$ cat src/hw/rtl/agr_pkg.sv
// ----------------------------------------------------------------------------
// agr_pkg
// shared widths and constants for the adaptive grid rebinning block
// ----------------------------------------------------------------------------
package agr_pkg;
  localparam int MaxBinsDefault = 32;
  localparam int WeightW = 32;
  localparam int EdgeW = 17;
  localparam int IdxW = 6;
  localparam logic [EdgeW-1:0] EdgeOne = 17'h10000;
  localparam logic [IdxW-1:0] BinCountReset = 6'd20;

  typedef enum logic {
    OP_LOAD = 1'b0,
    OP_RUN  = 1'b1
  } op_t;

  typedef struct packed {
    logic             start;
    logic [EdgeW-1:0] diff;
    logic [WeightW-1:0] rem;
    logic [WeightW-1:0] w;
  } div_req_t;
endpackage

$ cat src/hw/rtl/agr_if.sv
// ----------------------------------------------------------------------------
// agr_in_if / agr_out_if
// request and result channels with valid/ready handshake
// ----------------------------------------------------------------------------
interface agr_in_if;
  import agr_pkg::*;
  logic               valid;
  logic               ready;
  logic               op;
  logic [IdxW-1:0]    bin_index;
  logic [WeightW-1:0] weight;
  logic [EdgeW-1:0]   edge_req;
  logic [WeightW-1:0] step;
  modport source (output valid, op, bin_index, weight, edge_req, step, input ready);
  modport sink (input valid, op, bin_index, weight, edge_req, step, output ready);
endinterface

interface agr_out_if;
  import agr_pkg::*;
  logic             valid;
  logic             ready;
  logic [IdxW-1:0]  edge_index;
  logic [EdgeW-1:0] new_edge;
  logic             overrun;
  logic             last;
  modport source (output valid, edge_index, new_edge, overrun, last, input ready);
  modport sink (input valid, edge_index, new_edge, overrun, last, output ready);
endinterface

$ cat src/hw/rtl/agr_ram.sv
// ----------------------------------------------------------------------------
// agr_ram
// generic single-port-write, single-port-read ram with registered read
// ----------------------------------------------------------------------------
module agr_ram #(
  parameter int Width = 32,
  parameter int Depth = 32
) (
  input  logic                     clk,
  input  logic                     we,
  input  logic [$clog2(Depth)-1:0] waddr,
  input  logic [Width-1:0]         wdata,
  input  logic [$clog2(Depth)-1:0] raddr,
  output logic [Width-1:0]         rdata
);
  logic [Width-1:0] mem [Depth];

  always_ff @(posedge clk) begin
    if (we) begin
      mem[waddr] <= wdata;
    end
    rdata <= mem[raddr];
  end
endmodule

$ cat src/hw/rtl/agr_div.sv
// ----------------------------------------------------------------------------
// agr_div
// bit-serial quotient of diff * rem / w, one quotient bit a cycle
// ----------------------------------------------------------------------------
module agr_div import agr_pkg::*; (
  input  logic             clk,
  input  logic             rst,
  input  div_req_t         req,
  output logic             done,
  output logic [EdgeW-1:0] quot
);
  localparam int NumW = EdgeW + WeightW;
  localparam int CntW = $clog2(NumW + 1);

  logic [NumW-1:0]    num;
  logic [WeightW:0]   part;
  logic [WeightW-1:0] den;
  logic [NumW-1:0]    q;
  logic [CntW-1:0]    cnt;
  logic               busy;
  logic [WeightW:0]   trial;
  logic [WeightW:0]   diffw;

  assign trial = {part[WeightW-1:0], num[NumW-1]};
  assign diffw = trial - {1'b0, den};
  assign quot = q[EdgeW-1:0];

  always_ff @(posedge clk) begin
    if (rst) begin
      busy <= 1'b0;
      done <= 1'b0;
      cnt <= '0;
    end else begin
      done <= 1'b0;
      if (req.start) begin
        num <= NumW'(req.diff) * NumW'(req.rem);
        den <= req.w;
        part <= '0;
        q <= '0;
        cnt <= CntW'(NumW);
        busy <= 1'b1;
      end else if (busy) begin
        num <= {num[NumW-2:0], 1'b0};
        if (!diffw[WeightW]) begin
          part <= diffw;
          q <= {q[NumW-2:0], 1'b1};
        end else begin
          part <= trial;
          q <= {q[NumW-2:0], 1'b0};
        end
        cnt <= cnt - 1'b1;
        if (cnt == CntW'(1)) begin
          busy <= 1'b0;
          done <= 1'b1;
        end
      end
    end
  end
endmodule

$ cat src/hw/rtl/adaptive_grid_rebin.sv
// ----------------------------------------------------------------------------
// adaptive_grid_rebin
// grid edge refinement: equal-weight rebinning over stored bin weights
//
// in: request channel; op load writes one bin weight and old upper edge
// (one request a cycle while idle), op run starts a walk over the cumulative weights
// with the given step. out: one result per new edge, edge_index 1..n,
// last on edge n, which is always 1.0. the new edges replace the old ones.
// a run sends each interior edge through the serial divider unless it
// needs no division, and each old bin stepped over costs a ram read;
// then the new edges are copied back bin by bin. no request is taken
// during a run. reset clears control state and sets bin_count to 20; ram
// contents stay undefined until loaded. a stalled receiver holds the walk
// at the output register.
// ----------------------------------------------------------------------------
module adaptive_grid_rebin import agr_pkg::*; #(
  parameter int MaxBins = MaxBinsDefault
) (
  input  logic            clk,
  input  logic            rst,
  input  logic            cfg_we,
  input  logic [IdxW-1:0] cfg_wdata,
  agr_in_if.sink          in_ch,
  agr_out_if.source       out_ch
);
  localparam int AW = $clog2(MaxBins);

  typedef enum logic [3:0] {
    S_IDLE, S_EDGE, S_CHECK, S_RD, S_RDW, S_ADV, S_PLACE, S_DIV, S_EMIT, S_COPY, S_COPYW
  } state_t;

  state_t state;
  logic [IdxW-1:0]    bin_count;
  logic [IdxW:0]      nd;
  logic [IdxW:0]      i;
  logic [IdxW:0]      k;
  logic [WeightW-1:0] rc;
  logic [WeightW+IdxW:0] dr;
  logic [EdgeW-1:0]   lo, hi, edge_r;
  logic [WeightW-1:0] wk;
  logic               over;
  logic               hi_ge;
  div_req_t           dreq;
  logic               ddone;
  logic [EdgeW-1:0]   dquot;

  logic               w_we, e_we, n_we;
  logic [AW-1:0]      w_wa, e_wa, n_wa, w_ra, e_ra, n_ra;
  logic [WeightW-1:0] w_wd, w_rd;
  logic [EdgeW-1:0]   e_wd, e_rd, n_wd, n_rd;

  agr_ram #(.Width(WeightW), .Depth(MaxBins)) u_wram (
    .clk, .we(w_we), .waddr(w_wa), .wdata(w_wd), .raddr(w_ra), .rdata(w_rd));
  agr_ram #(.Width(EdgeW), .Depth(MaxBins)) u_eram (
    .clk, .we(e_we), .waddr(e_wa), .wdata(e_wd), .raddr(e_ra), .rdata(e_rd));
  agr_ram #(.Width(EdgeW), .Depth(MaxBins)) u_nram (
    .clk, .we(n_we), .waddr(n_wa), .wdata(n_wd), .raddr(n_ra), .rdata(n_rd));

  agr_div u_div (.clk, .rst, .req(dreq), .done(ddone), .quot(dquot));

  logic load_ok;
  logic [IdxW:0] bc_lim;
  assign load_ok = in_ch.valid && in_ch.ready && (in_ch.op == OP_LOAD)
                   && (in_ch.bin_index != '0) && ({1'b0, in_ch.bin_index} <= (IdxW+1)'(MaxBins));
  assign bc_lim = (bin_count < IdxW'(2)) ? (IdxW+1)'(2)
                : (({1'b0, bin_count} > (IdxW+1)'(MaxBins)) ? (IdxW+1)'(MaxBins)
                : {1'b0, bin_count});

  assign in_ch.ready = (state == S_IDLE);
  assign w_we = load_ok;
  assign w_wa = AW'(in_ch.bin_index - 1'b1);
  assign w_wd = in_ch.weight;
  assign w_ra = AW'(k - 1'b1);
  assign e_ra = (state == S_COPY) ? AW'(i) : AW'(k - 1'b1);
  assign n_ra = AW'(i);
  assign n_we = (state == S_EMIT) && out_ch.ready;
  assign n_wa = AW'(i - 1'b1);
  assign n_wd = out_ch.new_edge;
  assign e_we = load_ok || (state == S_COPYW);
  assign e_wa = load_ok ? AW'(in_ch.bin_index - 1'b1) : AW'(i);
  assign e_wd = load_ok ? in_ch.edge_req : n_rd;
  assign hi_ge = (hi >= lo);

  always_comb begin
    dreq.start = (state == S_PLACE) && (k != '0) && (wk != '0);
    dreq.diff = hi_ge ? (hi - lo) : (lo - hi);
    dreq.rem = (dr > (WeightW+IdxW+1)'(wk)) ? wk : dr[WeightW-1:0];
    dreq.w = wk;
  end

  always_ff @(posedge clk) begin
    if (rst) begin
      state <= S_IDLE;
      bin_count <= BinCountReset;
      out_ch.valid <= 1'b0;
    end else begin
      if (cfg_we) begin
        bin_count <= cfg_wdata;
      end
      case (state)
        S_IDLE: begin
          if (in_ch.valid && in_ch.op == OP_RUN) begin
            nd <= bc_lim;
            rc <= in_ch.step;
            dr <= '0;
            k <= '0;
            lo <= '0;
            hi <= '0;
            over <= 1'b0;
            i <= (IdxW+1)'(1);
            state <= S_EDGE;
          end
        end
        S_EDGE: begin
          if (i >= nd) begin
            out_ch.edge_index <= IdxW'(nd);
            out_ch.new_edge <= EdgeOne;
            out_ch.overrun <= over;
            out_ch.last <= 1'b1;
            out_ch.valid <= 1'b1;
            state <= S_EMIT;
          end else begin
            state <= S_CHECK;
          end
        end
        S_CHECK: begin
          if ((WeightW+IdxW+1)'(rc) > dr) begin
            if (k >= nd) begin
              over <= 1'b1;
              dr <= '0;
              edge_r <= hi;
              state <= S_PLACE;
            end else begin
              k <= k + 1'b1;
              state <= S_RD;
            end
          end else begin
            dr <= dr - (WeightW+IdxW+1)'(rc);
            state <= S_PLACE;
            edge_r <= '0;
          end
        end
        S_RD: state <= S_RDW;
        S_RDW: state <= S_ADV;
        S_ADV: begin
          dr <= dr + (WeightW+IdxW+1)'(w_rd);
          wk <= w_rd;
          lo <= hi;
          hi <= e_rd;
          state <= S_CHECK;
        end
        S_PLACE: begin
          if (over && ((WeightW+IdxW+1)'(rc) > dr) && dr == '0 && edge_r == hi
              && k >= nd) begin
            out_ch.new_edge <= hi;
            state <= S_EMIT;
            out_ch.valid <= 1'b1;
          end else if (k == '0) begin
            out_ch.new_edge <= '0;
            state <= S_EMIT;
            out_ch.valid <= 1'b1;
          end else if (wk == '0) begin
            out_ch.new_edge <= hi;
            state <= S_EMIT;
            out_ch.valid <= 1'b1;
          end else begin
            state <= S_DIV;
          end
          out_ch.edge_index <= IdxW'(i);
          out_ch.overrun <= over;
          out_ch.last <= 1'b0;
        end
        S_DIV: begin
          if (ddone) begin
            out_ch.new_edge <= hi_ge ? (hi - dquot) : (hi + dquot);
            out_ch.valid <= 1'b1;
            state <= S_EMIT;
          end
        end
        S_EMIT: begin
          if (out_ch.ready) begin
            out_ch.valid <= 1'b0;
            if (out_ch.last) begin
              i <= '0;
              state <= S_COPY;
            end else begin
              i <= i + 1'b1;
              state <= S_EDGE;
            end
          end
        end
        S_COPY: state <= S_COPYW;
        S_COPYW: begin
          if (i + 1'b1 >= nd) begin
            state <= S_IDLE;
          end else begin
            i <= i + 1'b1;
            state <= S_COPY;
          end
        end
        default: state <= S_IDLE;
      endcase
    end
  end
endmodule

$ cat src/flat_wrapper.sv
// flat-port wrapper written by rule: the top's interface ports become plain ports
module adaptive_grid_rebin_flat import agr_pkg::*;
#(
  parameter int MaxBins = MaxBinsDefault
)
  (clk, rst, cfg_we, cfg_wdata, in_ch_valid, in_ch_op, in_ch_bin_index, in_ch_weight, in_ch_edge_req, in_ch_step, in_ch_ready, out_ch_valid, out_ch_edge_index, out_ch_new_edge, out_ch_overrun, out_ch_last, out_ch_ready);
  agr_in_if in_ch_i ();
  agr_out_if out_ch_i ();
  input  logic clk;
  input  logic rst;
  input  logic cfg_we;
  input  logic [IdxW-1:0] cfg_wdata;
  input wire logic [$bits(in_ch_i.valid)-1:0] in_ch_valid;
  input wire logic [$bits(in_ch_i.op)-1:0] in_ch_op;
  input wire logic [$bits(in_ch_i.bin_index)-1:0] in_ch_bin_index;
  input wire logic [$bits(in_ch_i.weight)-1:0] in_ch_weight;
  input wire logic [$bits(in_ch_i.edge_req)-1:0] in_ch_edge_req;
  input wire logic [$bits(in_ch_i.step)-1:0] in_ch_step;
  output wire logic [$bits(in_ch_i.ready)-1:0] in_ch_ready;
  output wire logic [$bits(out_ch_i.valid)-1:0] out_ch_valid;
  output wire logic [$bits(out_ch_i.edge_index)-1:0] out_ch_edge_index;
  output wire logic [$bits(out_ch_i.new_edge)-1:0] out_ch_new_edge;
  output wire logic [$bits(out_ch_i.overrun)-1:0] out_ch_overrun;
  output wire logic [$bits(out_ch_i.last)-1:0] out_ch_last;
  input wire logic [$bits(out_ch_i.ready)-1:0] out_ch_ready;
  assign in_ch_i.valid = in_ch_valid;
  assign in_ch_i.op = in_ch_op;
  assign in_ch_i.bin_index = in_ch_bin_index;
  assign in_ch_i.weight = in_ch_weight;
  assign in_ch_i.edge_req = in_ch_edge_req;
  assign in_ch_i.step = in_ch_step;
  assign in_ch_ready = in_ch_i.ready;
  assign out_ch_valid = out_ch_i.valid;
  assign out_ch_edge_index = out_ch_i.edge_index;
  assign out_ch_new_edge = out_ch_i.new_edge;
  assign out_ch_overrun = out_ch_i.overrun;
  assign out_ch_last = out_ch_i.last;
  assign out_ch_i.ready = out_ch_ready;
  adaptive_grid_rebin #(.MaxBins(MaxBins)) u_core (.clk(clk), .rst(rst), .cfg_we(cfg_we), .cfg_wdata(cfg_wdata), .in_ch(in_ch_i), .out_ch(out_ch_i));
endmodule
$ cat config.mk
export PLATFORM = sky130hd
export DESIGN_NAME = adaptive_grid_rebin_flat
export DESIGN_NICKNAME = d
export VERILOG_FILES = /design/src/hw/rtl/agr_pkg.sv /design/src/hw/rtl/agr_if.sv /design/src/hw/rtl/agr_ram.sv /design/src/hw/rtl/agr_div.sv /design/src/hw/rtl/adaptive_grid_rebin.sv /design/src/flat_wrapper.sv
export SDC_FILE = /design/constraint.sdc
export NUM_CORES = 2
export LEC_CHECK = 0
export BUFFER_PORTS_ARGS = -buffer_cell sky130_fd_sc_hd__buf_4
export CAP_MARGIN = 20
export CELL_PAD_IN_SITES_DETAIL_PLACEMENT = 0
export CELL_PAD_IN_SITES_GLOBAL_PLACEMENT = 1
export CORE_MARGIN = 5
export CORE_UTILIZATION = 55
export DETAILED_ROUTE_END_ITERATION = 10
export PLACE_DENSITY_LB_ADDON = 0.12
export SLEW_MARGIN = 15
export SYNTH_ARGS = -nofsm -noshare
export SYNTH_HDL_FRONTEND = slang
export SYNTH_SLANG_ARGS = --single-unit
$ cat constraint.sdc
create_clock -name clk -period 10.9 [get_ports clk]
set_input_delay 0.545 -clock clk [delete_from_list [all_inputs] [get_ports clk]]
set_output_delay 0.545 -clock clk [all_outputs]
set_load 0.02 [all_outputs]
==> out/results.tsv <==
metric	value	unit
Sink Count	2527	
outcome	complete, no violations	
RSZ-0062 raised after global routing	no	
most frequent cell after synthesis	edfxtp_1	
endpoint class of the critical path	flip-flop	
yosys warns	0	
DR iter-0 viols	7491	
Port Buffer Count	125	
Post-synth ARST share	0	%
first-pass GRT wire length	497000	um
initial core utilization	55.4	%
Fin Hold WS	0.0627	ns
CTS tree	yes	
RePlAce Congestion	0.946	
Avg Cell Area, Syn	15.2	um2
final wirelength	340000	um
crit path max-delay cell type	mux2i_1	
fraction of layout cells with a size suffix above 1	17.7	%
Critical Path Fanout Max	21	
Die X-Extent	483	um
post-route ant nets	0	
Slew @ Worst Pin	1.11	ns
Seq/Total Area, Yosys	60.9	%
dpl cells	11100	
grt ovf	0	
Hold Crit Start	out_ch_ready	
Worst slew margin	25.7	%
H-tree Lvls	5	
Cells after Synth	8090	
non-filler cells, final	11700	
Avg WL per Cell	29.2	um
synth unique cells	90	
largest cells by area after synthesis	edfxtp_1, mux4_2, fa_1	
Post-route DRC	0	
initial antenna violation count	26	
Seq. cell area	75000	um2
fin nets	9364	
reg2reg start	u_core.hi[2]	
Reg2Reg Setup Slack	0.63	ns
Setup crit start kind	flip-flop	
Commonest cells post-synth	edfxtp_1, inv_1, nand2_1, nor2_1, mux4_2	
Reg clk slew, reported paths	0.06	ns
Post-Syn Nets	8978	
clock buffer depth	4	
Post-synth EDFFs	2442	
die height	483	um
MaxCap Viol Count	0	
gr usage total	29.0	%
vias post-DR	71900	
Final HPWL DP	217000	um
Primary FF master, synth	edfxtp_1	
setup tns final	0	ns
Multi-input gate area	44700	um2
vias in the first global route	72900	
R2R depth	32	
fmax	0.0973	GHz
cell taking the most area after synthesis	edfxtp_1	
row count	173	
worst hold path endpoint	u_core.state[3]	
required time of the critical path	11.50	ns
largest net degree at the start of global routing	142	
CTS buffer count	279	
post-layout minimum cycle time	10.27	ns
clock latency on the worst-skew pair	0.95	ns
drt pass-1 iters	6	
Crit path top cell by count	fa_1	
Hold Crit Class	in2reg	
area share of the largest cell type after synthesis	59.5	%
Max Slew Vio Count	0	
mapped cell area	123000	um2
clock skew	0.0830	ns
area delta synth->final	12.6	%
WS Path Type	reg2reg	
crit-path max cell delay	0.56	ns
Final Hold Viols	0	
final period utilization	94.3	%
Die ar.	234000	um2
fillers	16400	
WP data arrival	10.88	ns
core footprint	223000	um2
post-CTS setup buffers	0	
Vias/cell	6.17	
Hold Path Depth	4	
worst r2r dst	u_core.u_div.num[48]	
CTS root buf	clkbuf_16	
flops & latches, synth	2527	
Setup Viol. Count Final	0	
Ports	126	
layout by cell type (no fill, tap or decap), types with 31 or more instances in the layout:
cell type,instances
o22ai_1,43
buf_4,356
and2_1,76
mux2i_1,239
nand2_1,581
a21o_1,121
nor3_1,58
o21a_1,42
o211ai_1,40
and3_1,32
dfxtp_1,85
clkbuf_1,65
o21ai_0,222
nor2b_1,47
o221ai_1,51
inv_1,733
nor2_2,33
a21oi_1,208
dlygate4sd3_1,75
clkinv_1,46
clkinv_2,33
clkbuf_16,284
nor4_1,31
nand3_1,59
nor2_1,511
nand2b_1,89
nand4_1,36
mux2_2,105
mux4_2,524
edfxtp_1,2442
ha_1,333
fa_1,455
xnor2_1,104
xor2_1,82
layout make-up:
type	count	area share, %
clock buffer	357	5.38
inverter	734	1.99
antenna	13	0.0234
sequential	2527	54.1
multi-input combinational	4472	32.2
tap	2975	2.68
clock inverter	118	0.842
timing repair buffer	462	2.83
flip-flops by register name, summed over array words and instances, names as in the netlist, 32 cells and up:
name	flops
u_core.u_eram.mem	544
u_core.u_div.num	49
u_core.u_wram.mem	1024
u_core.rc	32
u_core.u_div.den	32
u_core.u_nram.mem	544
u_core.dr	39
u_core.u_div.part	32
u_core.wk	32
u_core.u_wram.rdata	32
per-layer routing:
layer,GRT usage [%],routed length (um),vias up
li1,-,-,30800
met1,41.1,137000,37000
met2,44.4,156000,3341
met3,5.72,30600,708
met4,12.3,16600,12
met5,0,83,-
worst max-delay path, delay by kind of cell, from the launching register on:
| family | cells | cell delay (ns) |
|---|---|---|
| buffers and inverters | 5 | 0.73 |
| AND/OR/NAND/NOR | 7 | 1.72 |
| AO/OA/AOI/OAI | 10 | 2.62 |
| adder cells (fa/ha/maj) | 8 | 3.71 |
| flip-flops | 1 | 0.49 |
| multiplexers | 1 | 0.56 |
| XOR/XNOR | 1 | 0.12 |
repair_timing:
action | in CTS | in global routing
hold endpoints to repair | 940 | 0
hold buffers | 75 | 0
setup endpoints to repair | 0 | 2
resized for setup | 0 | 0
how the worst max path moves through the flow:
| stage | startpoint | to | slack [ns] | depth (start not counted) |
|---|---|---|---|---|
| floorplan | u_core.hi[8] | u_core.u_div.num[45] | 1.73 | 33 |
| global placement | u_core.hi[1] | u_core.u_div.num[45] | 0.70 | 31 |
| detailed placement | u_core.hi[1] | u_core.u_div.num[42] | 0.51 | 33 |
| CTS | u_core.hi[1] | u_core.u_div.num[46] | 0.53 | 33 |
| global route | u_core.hi[1] | u_core.u_div.num[46] | 0.21 | 33 |
| finish | u_core.hi[2] | u_core.u_div.num[48] | 0.63 | 32 |
cell families (layout without fill, tap and decap cells):
logic type	count (synthesis)	in the layout	synth area share (%)
DFF	2527	2527	60.9
adders and majority gates	789	789	10.8
buffers and inverters	1092	1671	3.38
other	0	13	0
xor gates and xnor gates	202	202	1.44
AOI/OAI and AO/OA	954	955	5.08
and+or+nand+nor	1656	1656	5.96
muxes	870	870	12.5
stage by stage:
stage	instance area, um2	util, %	setup WS [ns]
after floorplan	123000	-	1.73
after global placement	129000	58.0	0.699
after detailed placement	129000	58.1	0.510
after CTS	139000	62.3	0.534
after global routing	139000	62.4	0.207
final	139000	62.4	0.626
Power is left out: the tool's default activity adds up to more than one toggle a clock period on the data nets, which glitch-free logic cannot reach.
